File: config.mk
export PLATFORM = sky130hd
export DESIGN_NAME = key_autorepeat_qualifier_unit
export DESIGN_NICKNAME = d
export VERILOG_FILES = /design/src/rtl/kaq_pkg.sv /design/src/rtl/kaq_lane.sv /design/src/rtl/kaq_merge.sv /design/src/rtl/key_autorepeat_qualifier_unit.sv
export SDC_FILE = /design/constraint.sdc
export NUM_CORES = 1
export LEC_CHECK = 0
export BUFFER_PORTS_ARGS = -buffer_cell sky130_fd_sc_hd__buf_2
export CELL_PAD_IN_SITES_DETAIL_PLACEMENT = 0
export CELL_PAD_IN_SITES_GLOBAL_PLACEMENT = 1
export CORE_MARGIN = 2
export CORE_UTILIZATION = 45
export CTS_CLUSTER_SIZE = 30
export DETAILED_ROUTE_END_ITERATION = 8
export PLACE_DENSITY = 0.77
export SYNTH_ARGS = -nofsm -noshare
export SYNTH_HDL_FRONTEND = slang
export SYNTH_SLANG_ARGS = --single-unit
File: constraint.sdc
create_clock -name aclk -period 3.8 [get_ports aclk]
set_input_delay 0.38 -clock aclk [delete_from_list [all_inputs] [get_ports aclk]]
set_output_delay 0.38 -clock aclk [all_outputs]
set_load 0.03 [all_outputs]
File: src/rtl/kaq_pkg.sv
// shared types, constants and register codes for the key autorepeat qualifier
package kaq_pkg;

    // key field and result field widths
    localparam int KEY_BITS         = 8;
    localparam int CNT_W            = 8;
    localparam int CFG_W            = 8;
    localparam int CFG_ADDR_W       = 1;
    localparam int NUM_KEYS_DEFAULT = 8;
    localparam int S_TDATA_W        = 8;
    localparam int M_TDATA_W        = 24;

    // key positions in the held mask
    localparam int KEY_LEFT  = 0;
    localparam int KEY_RIGHT = 1;
    localparam int KEY_ROTL  = 2;
    localparam int KEY_ROTR  = 3;
    localparam int KEY_DOWN  = 4;

    // configuration register indexes
    localparam logic [CFG_ADDR_W-1:0] REG_REPEAT_DELAY    = 1'b0;
    localparam logic [CFG_ADDR_W-1:0] REG_REPEAT_INTERVAL = 1'b1;

    // configuration reset values
    localparam logic [CFG_W-1:0] REPEAT_DELAY_RST    = 8'd16;
    localparam logic [CFG_W-1:0] REPEAT_INTERVAL_RST = 8'd6;

    // per-lane findings for one frame
    typedef struct packed {
        logic pulse;
        logic first;
    } lane_status_t;

    // one result item
    typedef struct packed {
        logic              soft_drop;
        logic signed [1:0] turn;
        logic signed [1:0] move_x;
        logic [KEY_BITS-1:0] first_press_mask;
        logic [KEY_BITS-1:0] repeat_mask;
    } result_t;

    localparam int RESULT_W = $bits(result_t);

endpackage

File: src/rtl/kaq_lane.sv
// one key lane: hold counter, repeat phase and pulse decision
module kaq_lane (
    input  logic                     aclk,
    input  logic                     aresetn,
    input  logic                     advance,
    input  logic                     held,
    input  logic [kaq_pkg::CFG_W-1:0] repeat_delay,
    input  logic [kaq_pkg::CFG_W-1:0] repeat_interval,
    output kaq_pkg::lane_status_t    status
);
    import kaq_pkg::*;

    logic             held_before_reg, held_before_next;
    logic [CNT_W-1:0] hold_count_reg, hold_count_next;
    logic [CNT_W-1:0] repeat_phase_reg, repeat_phase_next;
    logic [CNT_W:0]   count_inc;
    logic [CNT_W:0]   phase_inc;

    assign count_inc = {1'b0, hold_count_reg} + {{CNT_W{1'b0}}, 1'b1};
    assign phase_inc = {1'b0, repeat_phase_reg} + {{CNT_W{1'b0}}, 1'b1};

    // next state and pulse for this frame
    always_comb begin
        held_before_next  = held_before_reg;
        hold_count_next   = hold_count_reg;
        repeat_phase_next = repeat_phase_reg;
        status.pulse      = 1'b0;
        status.first      = 1'b0;
        if (!held) begin
            held_before_next  = 1'b0;
            hold_count_next   = '0;
            repeat_phase_next = '0;
        end else if (!held_before_reg) begin
            held_before_next  = 1'b1;
            hold_count_next   = '0;
            repeat_phase_next = '0;
            status.first      = 1'b1;
            status.pulse      = 1'b1;
        end else if (hold_count_reg < repeat_delay) begin
            hold_count_next = count_inc[CNT_W-1:0];
            if (count_inc == {1'b0, repeat_delay}) begin
                repeat_phase_next = '0;
                status.pulse      = 1'b1;
            end
        end else if (phase_inc >= {1'b0, repeat_interval}) begin
            // phase wraps, autorepeat pulse
            repeat_phase_next = '0;
            status.pulse      = 1'b1;
        end else begin
            repeat_phase_next = phase_inc[CNT_W-1:0];
        end
    end

    // state advances once per accepted frame
    always_ff @(posedge aclk) begin
        if (!aresetn) begin
            held_before_reg  <= 1'b0;
            hold_count_reg   <= '0;
            repeat_phase_reg <= '0;
        end else if (advance) begin
            held_before_reg  <= held_before_next;
            hold_count_reg   <= hold_count_next;
            repeat_phase_reg <= repeat_phase_next;
        end
    end

endmodule

File: src/rtl/kaq_merge.sv
// merging stage: builds masks, lateral step, turn and soft drop from the lanes
module kaq_merge #(
    parameter int NUM_LANES = 8
) (
    input  kaq_pkg::lane_status_t           lanes [NUM_LANES],
    input  logic [kaq_pkg::KEY_BITS-1:0]    keys_held,
    output kaq_pkg::result_t                result
);
    import kaq_pkg::*;

    logic [KEY_BITS-1:0] rep;
    logic [KEY_BITS-1:0] first;

    // gather lane bits, keys without a lane stay quiet
    for (genvar i = 0; i < KEY_BITS; i++) begin : g_bit
        if (i < NUM_LANES) begin : g_lane
            assign rep[i]   = lanes[i].pulse;
            assign first[i] = lanes[i].first;
        end else begin : g_none
            assign rep[i]   = 1'b0;
            assign first[i] = 1'b0;
        end
    end

    // signed differences of two one-bit terms
    always_comb begin
        result.repeat_mask      = rep;
        result.first_press_mask = first;
        unique case ({rep[KEY_RIGHT], rep[KEY_LEFT]})
            2'b10:   result.move_x = 2'sb01;
            2'b01:   result.move_x = 2'sb11;
            default: result.move_x = 2'sb00;
        endcase
        unique case ({first[KEY_ROTR], first[KEY_ROTL]})
            2'b10:   result.turn = 2'sb01;
            2'b01:   result.turn = 2'sb11;
            default: result.turn = 2'sb00;
        endcase
        result.soft_drop = keys_held[KEY_DOWN];
    end

endmodule

File: src/rtl/key_autorepeat_qualifier_unit.sv
// top level of the key autorepeat qualifier: config, lanes, merge and output skid
//
// Use: each s_ transaction is one frame tick; s_tdata[7:0] is the held mask of
// the keys (bit 0 left, 1 right, 2 rotate left, 3 rotate right, 4 down).
// Every frame gives exactly one m_ transaction with the repeat mask, the
// first-press mask, the lateral step, the turn and the soft drop level.
// Results are registered in the output register, or in the skid register
// while the receiver stalls. Throughput: one frame per cycle while s_tready
// is high; all key lanes update in parallel in the cycle of acceptance.
// A two-entry output stage (output register plus skid register) holds results
// while the receiver stalls; s_tready drops only once both entries are full,
// and no result is lost or repeated.
// Configuration: cfg_wr_en writes cfg_wdata to register cfg_addr (0 repeat
// delay, 1 repeat interval) at the clock edge; write only while idle.
// Reset (aresetn low, synchronous): all keys read as released, delay 16,
// interval 6, output stage empty.
module key_autorepeat_qualifier_unit #(
    parameter int NUM_KEYS = kaq_pkg::NUM_KEYS_DEFAULT
) (
    input  logic                               aclk,
    input  logic                               aresetn,
    // configuration write port
    input  logic                               cfg_wr_en,
    input  logic [kaq_pkg::CFG_ADDR_W-1:0]     cfg_addr,
    input  logic [kaq_pkg::CFG_W-1:0]          cfg_wdata,
    // frame input
    input  logic                               s_tvalid,
    output logic                               s_tready,
    input  logic [kaq_pkg::S_TDATA_W-1:0]      s_tdata,  // [7:0] keys_held
    // result output
    output logic                               m_tvalid,
    input  logic                               m_tready,
    // [7:0] repeat_mask, [15:8] first_press_mask, [17:16] move_x,
    // [19:18] turn, [20] soft_drop, [23:21] zero
    output logic [kaq_pkg::M_TDATA_W-1:0]      m_tdata
);
    import kaq_pkg::*;

    // keys past the input mask are never held, so they need no lane
    localparam int NUM_LANES = (NUM_KEYS < KEY_BITS) ? NUM_KEYS : KEY_BITS;

    logic [CFG_W-1:0] repeat_delay_reg;
    logic [CFG_W-1:0] repeat_interval_reg;
    logic             s_accept;
    lane_status_t     lanes [NUM_LANES];
    result_t          result;
    result_t          out_data_reg;
    result_t          skid_data_reg;
    logic             out_valid_reg;
    logic             skid_valid_reg;
    logic             out_load;

    // configuration registers
    always_ff @(posedge aclk) begin
        if (!aresetn) begin
            repeat_delay_reg    <= REPEAT_DELAY_RST;
            repeat_interval_reg <= REPEAT_INTERVAL_RST;
        end else if (cfg_wr_en) begin
            unique case (cfg_addr)
                REG_REPEAT_DELAY:    repeat_delay_reg    <= cfg_wdata;
                REG_REPEAT_INTERVAL: repeat_interval_reg <= cfg_wdata;
                default: ;
            endcase
        end
    end

    assign s_tready = ~skid_valid_reg;
    assign s_accept = s_tvalid & s_tready;

    // key lanes
    for (genvar k = 0; k < NUM_LANES; k++) begin : g_lane
        kaq_lane u_lane (
            .aclk            (aclk),
            .aresetn         (aresetn),
            .advance         (s_accept),
            .held            (s_tdata[k]),
            .repeat_delay    (repeat_delay_reg),
            .repeat_interval (repeat_interval_reg),
            .status          (lanes[k])
        );
    end

    // merge lane findings into one result
    kaq_merge #(
        .NUM_LANES (NUM_LANES)
    ) u_merge (
        .lanes     (lanes),
        .keys_held (s_tdata[KEY_BITS-1:0]),
        .result    (result)
    );

    // output register with skid entry
    assign out_load = ~out_valid_reg | m_tready;

    always_ff @(posedge aclk) begin
        if (!aresetn) begin
            out_valid_reg  <= 1'b0;
            skid_valid_reg <= 1'b0;
        end else if (out_load) begin
            if (skid_valid_reg) begin
                out_valid_reg  <= 1'b1;
                skid_valid_reg <= 1'b0;
            end else begin
                out_valid_reg <= s_accept;
            end
        end else if (s_accept) begin
            skid_valid_reg <= 1'b1;
        end
    end

    always_ff @(posedge aclk) begin
        if (out_load) begin
            if (skid_valid_reg) begin
                out_data_reg <= skid_data_reg;
            end else if (s_accept) begin
                out_data_reg <= result;
            end
        end else if (s_accept) begin
            skid_data_reg <= result;
        end
    end

    assign m_tvalid = out_valid_reg;
    assign m_tdata  = {{(M_TDATA_W - RESULT_W){1'b0}}, out_data_reg};

    // skid entry is only ever filled behind a full output register
    a_skid_behind_out: assert property (@(posedge aclk) disable iff (!aresetn)
        skid_valid_reg |-> out_valid_reg)
        else $error("skid entry holds data while output register is empty");

    // a frame taken while the output stalls lands in the skid entry
    a_stall_to_skid: assert property (@(posedge aclk) disable iff (!aresetn)
        (s_accept && out_valid_reg && !m_tready) |=> skid_valid_reg)
        else $error("frame accepted under stall was not captured");

    // a first press always counts as a repeat pulse
    a_first_in_repeat: assert property (@(posedge aclk) disable iff (!aresetn)
        out_valid_reg |-> ((out_data_reg.first_press_mask
                            & ~out_data_reg.repeat_mask) == '0))
        else $error("first press without repeat pulse");

endmodule

* After elaboration in Yosys (flattened, before gate mapping)
Cells that the tools add are included.
** Storage, ports and cells
- Bits in registers :: 196
- Input bits :: 22
- Output and inout bits :: 26
** Operators by class
- Add/subtract/negate cells :: 16
- $lt $le $gt $ge :: 16
- Equality and inequality tests :: 28
- Muxes and demuxes :: 125
- Bitwise operators :: 7
- Reduce and logical (&&, ||, !) cells :: 22
** Operators with widths (number)
- $mux 8 :: 64
- $add 8x1->9 const B :: 16
- $eq 9x8->1 :: 8
- $ge 9x8->1 :: 8
- $lt 8x8->1 :: 8
- $mux 1 :: 49
- $mux 21 :: 2
- $reduce_and 2->1 :: 20
- $ne 4x4->1 const B :: 8
- $ne 3x3->1 const B :: 8
- $mux 2 :: 8
- $pmux 2 s2 :: 2
- $not 1->1 :: 5
- $eq 2x1->1 const B :: 2
- $eq 2x2->1 const B :: 2
- $reduce_bool 2->1 :: 1
- $reduce_or 2->1 :: 1
- $and 1x1->1 :: 1
- $or 1x1->1 :: 1

* Logic depth before layout (Yosys ltp)
Gate-level depths: netlist of run 1.
- Depth in word-level cells :: 10
- Depth in mapped cells :: 14

* Hierarchy
From an unflattened synthesis of run 1, not the netlist that was laid out.
** Unflattened totals
- Cell total of the unflattened synthesis :: 1793
- Area total of the unflattened synthesis :: 15511.1 µm²
** Modules (own cells, without submodules)
- kaq_lane :: instances 8, cells an instance 203, area an instance 1621.6 µm², seq. area each 340.3 µm²
- key_autorepeat_qualifier_unit :: instances 1, cells an instance 146, area an instance 2371.0 µm², seq. area each 1621.6 µm²
- kaq_merge :: instances 1, cells an instance 23, area an instance 167.7 µm², seq. area each 0.0 µm²

* Worst setup path after synthesis of run 1
Ideal clock, no wire load.
- Path type :: reg2reg
- Start point :: register g_lane[0].u_lane.repeat_phase_reg[0]
- End point :: register out_data_reg (netlist bit m_tdata[17]), data pin
- Setup time :: 260 ps
- Arrival time :: 2811 ps
- Slack :: 729 ps
- Stages on the path, launching flop included :: 14
- Period minus slack after synthesis :: 3071 ps
- Cells stage by stage :: dfxtp_1 ha_1 nand3_1 nor2_1 xor2_1 ha_1 and4_1 nor4_1 o21ai_0 mux2i_1 nand2_1 and2_1 ha_1 mux2_2
** RTL lines
- from (decl) :: line kaq_lane.sv:15 : logic [CNT_W-1:0] repeat_phase_reg, repeat_phase_next;
- from (signal assigned) :: line kaq_lane.sv:63 : repeat_phase_reg <= repeat_phase_next;
- to (signal assigned) :: line key_autorepeat_qualifier_unit.sv:114 : out_data_reg <= skid_data_reg;
- to (signal assigned) :: line key_autorepeat_qualifier_unit.sv:116 : out_data_reg <= result;
- to (decl) :: line key_autorepeat_qualifier_unit.sv:47 : result_t out_data_reg;

==> results.sh, run 1 <==
export IMPL_rsz0062_at_grt="no"
export IMPL_nets=1894
export IMPL_diodes=0
export IMPL_design_area_mm2=0.0154
export IMPL_slew_violations=0
export IMPL_hp_class="in2reg"
export IMPL_synth_seq_cells=196
export IMPL_cts_tree="built"
export IMPL_final_common_cell="nand2_1"
export IMPL_setup_viol=0
export IMPL_placed_cell_area_mm2=0.0148
export IMPL_viasPerCell=5.95
export IMPL_grt_max_degree=82
export IMPL_layout_drive_gt1_share=0.0920
export IMPL_synth_edf_count=42
export IMPL_grt_ovfl_total=0
export IMPL_syn_area_mm2=0.0142
export IMPL_status="finished clean"
export IMPL_clkLatencyLatePin_ns=0.47
export IMPL_cts_buffer_depth=2
export IMPL_critPathArrivalTime_ns=3.74
export IMPL_critPathRequiredTime_ns=4.01
export IMPL_fin_skew_ns=0.0226
export IMPL_fin_tns_setup_ns=0
export IMPL_critPathLaunchType="register"
export IMPL_async_reset_ff_frac=0
export IMPL_ys_warn_count=0
export IMPL_worst_pin_slew_ns=1.06
export IMPL_final_cell_mix="nand2_1, dfxtp_1, ha_1, a21oi_1, o21ai_0"
export IMPL_track_usage=0.251
export IMPL_cts_setup_buffers=0
export IMPL_synthFlopType="dfxtp_1"
export IMPL_gp_congestion=0.899
export IMPL_path_class="reg2reg"
export IMPL_maxCapViolations=0
export IMPL_core_area_mm2=0.0313
export IMPL_final_antenna_net_count=0
export IMPL_num_vias=12700
export IMPL_clockRootBuffer="clkbuf_16"
export IMPL_leakagePower_nw=6.23
export IMPL_grt_pass1_vias=11800
export IMPL_pin_count=48
export IMPL_rr_worst_depth=13
export IMPL_endpoint_kind="register"
export IMPL_crit_start="g_lane[0].u_lane.repeat_phase_reg[0]"
export IMPL_num_rows=65
export IMPL_place_hpwl_um=28800
export IMPL_grt_pass1_wl_um=64800
export IMPL_max_slew_margin_rel=0.289
export IMPL_syn_to_final_growth_pct=8.63
export IMPL_path_clk_slew_ns=0.08
export IMPL_crit_end="m_tdata[17]"
export IMPL_die_area_mm2=0.0330
export IMPL_synth_top_area_share=0.217
export IMPL_cts_inserted_buffers=17
export IMPL_antenna_found_initial=2
export IMPL_worstReg2RegEnd="m_tdata[17]"
export IMPL_drc_errors=0
export IMPL_r2r_start="g_lane[0].u_lane.repeat_phase_reg[0]"
export IMPL_min_period_ns=3.53
export IMPL_ir_worst_vdd_mv=0.303
export IMPL_htree_levels=4
export IMPL_yosysUniqueCellTypes=86
export IMPL_cts_sinks=196
export IMPL_powerDensity_mw_per_mm2=301
export IMPL_cts_resized=0
export IMPL_hold_viol_final=0
export IMPL_fin_crit_sh=0.928
export IMPL_wl_per_cell_um=19.3
export IMPL_drt_wl_total_um=41300
export IMPL_r2r_slack_ns=0.27
export IMPL_place_port_buffers=44
export IMPL_synth_top_area_cell="dfxtp_1"
export IMPL_die_w_um=182
export IMPL_cts_hold_buf=0
export IMPL_crit_fanout=5
export IMPL_first_pass_iters=5
export IMPL_start_util=0.453
export IMPL_yosys_top_cells_area="dfxtp_1, ha_1, edfxtp_1"
export IMPL_avgSynthCellArea_um2=8.31
export IMPL_die_h_um=182
export IMPL_yosysSeqAreaShare=0.306
export IMPL_drtIter0Drc=769
export IMPL_synthCells=1709
export IMPL_fin_util=0.492
export IMPL_fmax_mhz=283
worst max-delay path: stages, from the launching register on:
cell	delay, ns
dfxtp_1	0.41
ha_1	0.25
nand3_1	0.20
nor2_1	0.25
xor2_1	0.18
ha_1	0.28
and4_1	0.22
nor4_1	0.23
o21ai_0	0.17
mux2i_1	0.34
nand2_1	0.12
and2_1	0.18
ha_1	0.21
mux2_2	0.25
where the power goes:
part	leakage (nW)	internal [mW]	switching, mW
Clock	0.282	0.915	0.953
Combinational	4.30	0.181	0.392
Sequential	1.64	2.17	0.0256
area by class of cell:
cell class / count / area [µm²]
Inverter: 69 / 260
Multi-Input combinational cell: 1362 / 9200
Sequential cell: 196 / 4340
Clock inverter: 13 / 148
Timing Repair Buffer: 80 / 515
Clock buffer: 19 / 454
Fill cell: 3026 / 15900
Tap cell: 402 / 503
how the worst min path moves through the flow:
stage                                      start                endpoint  depth (start not counted)
after CTS                           cfg_wdata[5]  repeat_interval_reg[5]                          3
after global routing                cfg_wdata[5]  repeat_interval_reg[5]                          3
after global placement    repeat_interval_reg[6]  repeat_interval_reg[6]                          2
after floorplan           repeat_interval_reg[3]  repeat_interval_reg[3]                          2
after detailed placement  repeat_interval_reg[3]  repeat_interval_reg[3]                          2
final                               cfg_wdata[5]  repeat_interval_reg[5]                          3
per-stage QoR:
stage | setup slack [ns] | instances | hold slack, ns | power, mW
2_1_floorplan | 0.729 | 1711 | 0.436 | 2.61
3_3_place_gp | 0.364 | 2109 | 0.444 | 2.80
3_5_place_dp | 0.337 | 2109 | 0.450 | 2.81
4_1_cts | 0.331 | 2141 | 0.147 | 4.68
5_1_grt | 0.0454 | 2141 | 0.150 | 4.81
6_report | 0.272 | 2141 | 0.156 | 4.64
synthesized netlist by cell type, types with 28 or more instances:
| cell type | number |
|---|---|
| inv_1 | 67 |
| nand4_1 | 28 |
| nor2b_1 | 33 |
| and3_1 | 28 |
| xnor2_1 | 55 |
| edfxtp_1 | 42 |
| nor3_1 | 32 |
| dfxtp_1 | 154 |
| nand3_1 | 74 |
| a21oi_1 | 127 |
| nor2_1 | 96 |
| nand2b_1 | 31 |
| ha_1 | 146 |
| xor2_1 | 43 |
| o21ai_0 | 127 |
| nand2_1 | 174 |
| clkbuf_1 | 51 |
metal layers:
| metal | up-vias | share of wire | GRT usage |
|---|---|---|---|
| li1 | 6338 | - | - |
| met1 | 6030 | 0.47 | 0.345 |
| met2 | 314 | 0.44 | 0.390 |
| met3 | 65 | 0.055 | 0.0451 |
| met4 | 2 | 0.032 | 0.0989 |
| met5 | - | 0.00039 | 0 |
logic make-up (layout without fill, tap and decap cells):
kind of cell	count (synthesis)	count (layout)	synth area share
buffers and inverters	153	181	0.0471
AND/OR/NAND/NOR	612	612	0.221
other	1	3	0.000264
XOR/XNOR	98	98	0.0605
multiplexers	28	28	0.0212
flip-flops	196	196	0.306
adder cells (fa/ha/maj)	146	146	0.129
AO/OA/AOI/OAI	475	475	0.215
No activity file was read; power rests on OpenSTA's default activity.
==> run 2: changes to the inputs <==
--- a/config.mk
+++ b/config.mk
@@ -5,6 +5,7 @@
 export SDC_FILE = /design/constraint.sdc
 export NUM_CORES = 1
 export LEC_CHECK = 0
+export ABC_AREA = 1
 export BUFFER_PORTS_ARGS = -buffer_cell sky130_fd_sc_hd__buf_2
 export CELL_PAD_IN_SITES_DETAIL_PLACEMENT = 0
 export CELL_PAD_IN_SITES_GLOBAL_PLACEMENT = 1
@@ -12,7 +13,7 @@
 export CORE_UTILIZATION = 45
 export CTS_CLUSTER_SIZE = 30
 export DETAILED_ROUTE_END_ITERATION = 8
-export PLACE_DENSITY = 0.77
+export PLACE_DENSITY = 0.81
 export SYNTH_ARGS = -nofsm -noshare
 export SYNTH_HDL_FRONTEND = slang
 export SYNTH_SLANG_ARGS = --single-unit
==> run 2 against run 1 <==
- non-clock buffer count fell by 21
- die area rose by 8.3%
- critical path depth rose by 4
- register-to-register slack improved by 0.54 ns
- sequential share of layout area fell by 2.1 points
- utilization rose by 0.25 points
- first-iteration DRC count rose by 24%
- routed wire length rose by 4.6%
- largest power group unchanged
==> results.sh, run 2 <==
export IMPL_min_period_ns=2.99
export IMPL_status="finished clean"
export IMPL_leakagePower_nw=7.90
export IMPL_endpoint_kind="register"
export IMPL_path_clk_slew_ns=0.08
export IMPL_finalNonFillerCells=2838
export IMPL_critPathRequiredTime_ns=4.10
export IMPL_htree_levels=4
export IMPL_async_reset_ff_frac=0
export IMPL_fin_skew_ns=0.0130
export IMPL_place_port_buffers=44
export IMPL_synth_edf_count=42
export IMPL_max_slew_margin_rel=0.315
export IMPL_cts_setup_buffers=0
export IMPL_clockRootBuffer="clkbuf_16"
export IMPL_crit_fanout=7
export IMPL_ys_warn_count=0
export IMPL_synth_commonest_cells="nand2_1, inv_1, nand3_1, nor2_1, a21oi_1"
export IMPL_dp_cells=2805
export IMPL_rsz0062_at_grt="no"
export IMPL_synth_seq_cells=196
export IMPL_drtIter0Drc=955
export IMPL_final_antenna_net_count=0
export IMPL_synthFlopType="dfxtp_1"
export IMPL_ir_worst_vdd_mv=0.344
export IMPL_setup_viol=0
export IMPL_gp_congestion=0.883
export IMPL_syn_area_mm2=0.0154
export IMPL_core_area_mm2=0.0336
export IMPL_die_w_um=189
export IMPL_synthCells=2352
export IMPL_cts_resized=0
export IMPL_worst_pin_slew_ns=1.03
export IMPL_avgSynthCellArea_um2=6.55
export IMPL_cp_cell_sequence="ha_1 > nand2_1 > nor2_2 > nand3_1 > xor2_1 > inv_1 > ha_1 > nand2_1 > nor2_1 > nand4_1 > nand4_1 > nand2_1 > nand3_1 > nand2_1 > inv_1 > ha_1 > o21ai_0"
export IMPL_syn_to_final_growth_pct=8.01
export IMPL_first_pass_iters=7
export IMPL_path_common_cell="nand2_1"
export IMPL_crit_path_top_delay_cell="dfxtp_1"
export IMPL_slew_violations=0
export IMPL_maxCapViolations=0
export IMPL_cts_buffer_depth=2
export IMPL_grt_max_degree=139
export IMPL_hp_class="in2reg"
export IMPL_final_cell_mix="nand2_1, inv_1, nand3_1, nor2_1, a21oi_1"
export IMPL_fin_tns_setup_ns=0
export IMPL_track_usage=0.246
export IMPL_antenna_found_initial=1
export IMPL_critPathLaunchType="register"
export IMPL_whs_ns=0.156
export IMPL_num_vias=15000
export IMPL_die_h_um=189
export IMPL_critPathMaxStageDelay_ns=0.39
export IMPL_drt_wl_total_um=43200
export IMPL_path_class="reg2reg"
export IMPL_start_util=0.458
export IMPL_yosys_top_cells_area="dfxtp_1, nand2_1, ha_1"
export IMPL_synth_top_area_share=0.200
export IMPL_pin_count=48
export IMPL_fin_crit_sh=0.787
export IMPL_final_common_cell="nand2_1"
export IMPL_drc_errors=0
export IMPL_yosysUniqueCellTypes=37
export IMPL_grt_pass1_vias=13900
export IMPL_viasPerCell=5.29
export IMPL_die_area_mm2=0.0357
export IMPL_critPathArrivalTime_ns=3.29
export IMPL_synth_most_common_cell="nand2_1"
export IMPL_yosysSeqAreaShare=0.282
export IMPL_cts_hold_buf=0
export IMPL_place_hpwl_um=31200
export IMPL_clkLatencyLatePin_ns=0.46
export IMPL_crit_buf_inv=2
export IMPL_fmax_mhz=334
export IMPL_num_rows=67
export IMPL_crit_family="simple AND/OR/NAND/NOR gates"
export IMPL_layout_drive_gt1_share=0.0737
export IMPL_grt_pass1_wl_um=70900
export IMPL_hold_viol_final=0
export IMPL_synth_top_area_cell="dfxtp_1"
export IMPL_powerDensity_mw_per_mm2=323
export IMPL_wl_per_cell_um=15.2
export IMPL_grt_ovfl_total=0
export IMPL_cts_sinks=196
export IMPL_cts_tree="built"
export IMPL_nets=2544
export IMPL_cts_inserted_buffers=17
## run 2: cell types whose count changed in the layout (fill, tap and decap cells not counted), sizes merged, moves of 30 or more
cell    change
nor2      +154
nand2b     -31
nand2     +525
xnor2      -47
nor2b      -33
a21oi      +62
and3       -30
inv       +225
o21ai      -91
nand3     +211
nand4      +56
## run 2: layout make-up
cell class                 instances  area [µm²]
multi-input combinational       1811        9690
fill                            3458       17000
clock inverter                    13         161
tap                              448         561
sequential                       196        4340
antenna                            1        2.50
clock buffer                      19         433
timing repair buffer              59         360
inverter                         291        1090
## run 2: path summary, 6_finish.rpt
kind	startpoint	end	slack, ns	depth (start not counted)
worst max register to register	g_lane[0].u_lane.repeat_phase_reg[0]	m_tdata[16]	0.81	17
worst min register to register	g_lane[1].u_lane.repeat_phase_reg[3]	g_lane[1].u_lane.repeat_phase_reg[3]	0.50	2
worst min-delay path	cfg_wdata[4]	repeat_delay_reg[4]	0.16	3
worst max-delay path	g_lane[0].u_lane.repeat_phase_reg[0]	m_tdata[16]	0.81	17
## run 2: metal layers
layer | GRT usage | wire length [µm] | vias up
met4 | 0.0793 | 966 | 0
met1 | 0.337 | 20300 | 6811
met5 | 0 | 0 | -
met3 | 0.0339 | 2290 | 56
li1 | - | - | 7775
met2 | 0.401 | 19600 | 372
## run 2: through the flow
step / area, µm² / util / worst slack (ns) / power [mW]
after floorplan: 15400 / - / 1.20 / 3.18
after global placement: 16000 / 0.477 / 0.830 / 3.48
after detailed placement: 16000 / 0.477 / 0.852 / 3.50
after CTS: 16600 / 0.495 / 0.820 / 5.44
after global routing: 16600 / 0.495 / 0.384 / 5.69
final: 16600 / 0.495 / 0.809 / 5.38
## run 2: worst register-to-register path, delay by kind of cell (launching register included)
| kind | cells | cell delay [ns] |
|---|---|---|
| XOR/XNOR | 1 | 0.14 |
| adder cells (fa/ha/maj) | 3 | 0.77 |
| AO/OA/AOI/OAI | 1 | 0.15 |
| flip-flops | 1 | 0.39 |
| buffers and inverters | 2 | 0.14 |
| AND/OR/NAND/NOR | 10 | 1.25 |
## run 2: power by group
part	switching (mW)	internal, mW
Clock	0.927	0.996
Sequential	0.0910	2.23
Combinational	0.767	0.371
## run 2: kinds of logic (layout without fill, tap and decap cells)
| logic type | after synthesis | count (layout) | share of synthesized area |
|---|---|---|---|
| and+or+nand+nor | 1351 | 1351 | 0.390 |
| buffers and inverters | 347 | 382 | 0.0906 |
| AOI/OAI and AO/OA | 268 | 268 | 0.0946 |
| DFF | 196 | 196 | 0.282 |
| adders and majority gates | 146 | 146 | 0.119 |
| xor gates and xnor gates | 43 | 43 | 0.0244 |
| other | 1 | 4 | 0.000243 |
==> run 3: changes to the inputs <==
--- a/config.mk
+++ b/config.mk
@@ -10,10 +10,10 @@
 export CELL_PAD_IN_SITES_DETAIL_PLACEMENT = 0
 export CELL_PAD_IN_SITES_GLOBAL_PLACEMENT = 1
 export CORE_MARGIN = 2
-export CORE_UTILIZATION = 45
+export CORE_UTILIZATION = 42
 export CTS_CLUSTER_SIZE = 30
 export DETAILED_ROUTE_END_ITERATION = 8
-export PLACE_DENSITY = 0.81
+export PLACE_DENSITY = 0.79
 export SYNTH_ARGS = -nofsm -noshare
 export SYNTH_HDL_FRONTEND = slang
 export SYNTH_SLANG_ARGS = --single-unit
==> constraint.sdc (replaced) <==
create_clock -name aclk -period 2.5 [get_ports aclk]
set_input_delay 0.25 -clock aclk [delete_from_list [all_inputs] [get_ports aclk]]
set_output_delay 0.25 -clock aclk [all_outputs]
set_load 0.03 [all_outputs]
==> run 3 against run 2 <==
- the flow now finishes with violations (negative setup slack)
- clock-buffer cell count rose by 1
- cell area up 11%
- cell count is 4.7% higher
- largest power group unchanged
- highest routed layer is now met5
==> results.sh, run 3 (same netlist as run 2, synthesis figures left out) <==
export IMPL_die_w_um=196
export IMPL_hp_class="in2reg"
export IMPL_crit_path_top_delay_cell="dfxtp_4"
export IMPL_fin_tns_setup_ns=-0.231
export IMPL_track_usage=0.237
export IMPL_clock_power_share=0.345
export IMPL_fmax_mhz=384
export IMPL_status="complete, but fails checks"
export IMPL_switching_share=0.336
export IMPL_fin_crit_sh=1.04
export IMPL_rsz0062_at_grt="yes"
export IMPL_die_area_mm2=0.0382
export IMPL_clockRootBuffer="clkbuf_16"
export IMPL_syn_to_final_growth_pct=20.1
export IMPL_hold_viol_final=0
export IMPL_cp_cell_sequence="ha_4 > nand2_4 > nor2_4 > nand3_2 > xor2_2 > inv_2 > ha_4 > nand2_2 > inv_2 > nand3_2 > nor2_2 > nor2_2 > nand3_2 > nand2_2 > nand3_2 > nand2_2 > ha_4 > o21ai_1"
export IMPL_final_antenna_net_count=0
export IMPL_num_vias=15600
export IMPL_final_common_cell="nand2_1"
export IMPL_min_period_ns=2.60
export IMPL_htree_levels=4
export IMPL_fin_util=0.509
export IMPL_first_pass_iters=6
export IMPL_grt_max_degree=85
export IMPL_cts_sinks=196
export IMPL_place_port_buffers=44
export IMPL_crit_buf_inv=2
export IMPL_critPathArrivalTime_ns=2.83
export IMPL_path_common_cell="nand3_2"
export IMPL_critPathMaxStageDelay_ns=0.37
export IMPL_cts_buffer_depth=2
export IMPL_gp_congestion=0.851
export IMPL_grt_pass1_vias=14300
export IMPL_place_hpwl_um=33600
export IMPL_crit_fanout=3
export IMPL_path_class="reg2reg"
export IMPL_die_h_um=196
export IMPL_start_util=0.424
export IMPL_regArea_mm2=0.00440
export IMPL_critPathLaunchType="register"
export IMPL_maxCapViolations=0
export IMPL_timing_final_ws_setup_ns=-0.103
export IMPL_p_switching_mw=2.89
export IMPL_path_clk_slew_ns=0.08
export IMPL_grt_pass1_wl_um=72200
export IMPL_combPwrFrac=0.246
export IMPL_wl_per_cell_um=15.4
export IMPL_endpoint_kind="register"
export IMPL_leakagePower_nw=8.58
export IMPL_drt_wl_total_um=45800
export IMPL_critPathRequiredTime_ns=2.72
export IMPL_multi_input_area_mm2=0.0106
export IMPL_violations="negative setup slack"
export IMPL_slew_violations=0
export IMPL_antenna_found_initial=4
export IMPL_worst_pin_slew_ns=0.787
export IMPL_fin_skew_ns=0.0109
export IMPL_num_rows=70
export IMPL_pin_count=48
export IMPL_pwr_share_seq=0.409
export IMPL_clkLatencyLatePin_ns=0.47
export IMPL_viasPerCell=5.24
export IMPL_layout_drive_gt1_share=0.180
export IMPL_cts_inserted_buffers=17
export IMPL_core_area_mm2=0.0363
export IMPL_cell_internal_pwr_mw=5.71
export IMPL_grt_ovfl_total=0
export IMPL_drtIter0Drc=919
export IMPL_place_ws_ns=-0.201
export IMPL_cts_tree="built"
export IMPL_powerDensity_mw_per_mm2=465
export IMPL_fill_cells=3554
export IMPL_final_cell_mix="nand2_1, inv_1, nand3_1, nor2_1, a21oi_1"
export IMPL_crit_family="simple AND/OR/NAND/NOR gates"
export IMPL_setup_viol=3
export IMPL_max_slew_margin_rel=0.472
export IMPL_ir_worst_vdd_mv=0.461
export IMPL_nets=2656
export IMPL_drc_errors=0
-- run 3: cell type report --
| type | instances | share of cell area |
|---|---|---|
| diodes | 3 | 0.000406 |
| clock buffers | 20 | 0.0258 |
| clock inverters | 12 | 0.00703 |
| inverters | 291 | 0.0593 |
| multi-input cells | 1812 | 0.570 |
| flip-flops and latches | 196 | 0.238 |
| well taps | 468 | 0.0316 |
| repair buffers | 170 | 0.0675 |
-- run 3: repair_timing --
item / 4_1_cts / 5_1_grt
setup endpoints to repair: 19 / 101
hold buffers: 0 / 0
buffers inserted: 9 / 12
gates cloned: 0 / 1
gates resized for setup: 26 / 169
pin swaps: 19 / 56
-- run 3: metrics by stage --
stage                     area (µm²)  cells  power (mW)  hold slack, ns
final                          18500   2972        8.60          0.0493
after global routing           18500   2969        9.05          0.0360
after CTS                      17600   2956        8.48          0.0267
after detailed placement       16900   2915        5.46           0.477
after global placement         16900   2915        5.43           0.465
after floorplan                15500   2354        4.85           0.349
-- run 3: power by group through the flow --
stage	clock, mW	sequential [mW]	combinational, mW
2_1_floorplan	0	3.62	1.23
3_3_place_gp	0	3.57	1.85
3_5_place_dp	0	3.58	1.88
4_1_cts	3.04	3.51	1.93
5_1_grt	3.15	3.54	2.37
6_report	2.97	3.52	2.11
-- run 3: path summary, 6_finish.rpt --
check / from / endpoint / slack, ns / depth (start not counted)
worst max-delay path: g_lane[1].u_lane.repeat_phase_reg[0] / m_tdata[16] / -0.10 / 18
worst min-delay path: s_tdata[4] / skid_data_reg[20] / 0.05 / 1
worst max register to register: g_lane[1].u_lane.repeat_phase_reg[0] / m_tdata[16] / -0.10 / 18
worst min register to register: g_lane[0].u_lane.hold_count_reg[6] / g_lane[0].u_lane.hold_count_reg[6] / 0.50 / 2
-- run 3: routing by layer --
metal,share of wire,up-vias,global-route usage,wire length [µm]
met3,0.050,72,0.0397,2310
li1,-,8006,-,-
met1,0.45,7133,0.304,20800
met2,0.47,358,0.407,21500
met4,0.026,2,0.0718,1170
met5,0.00028,-,0,13
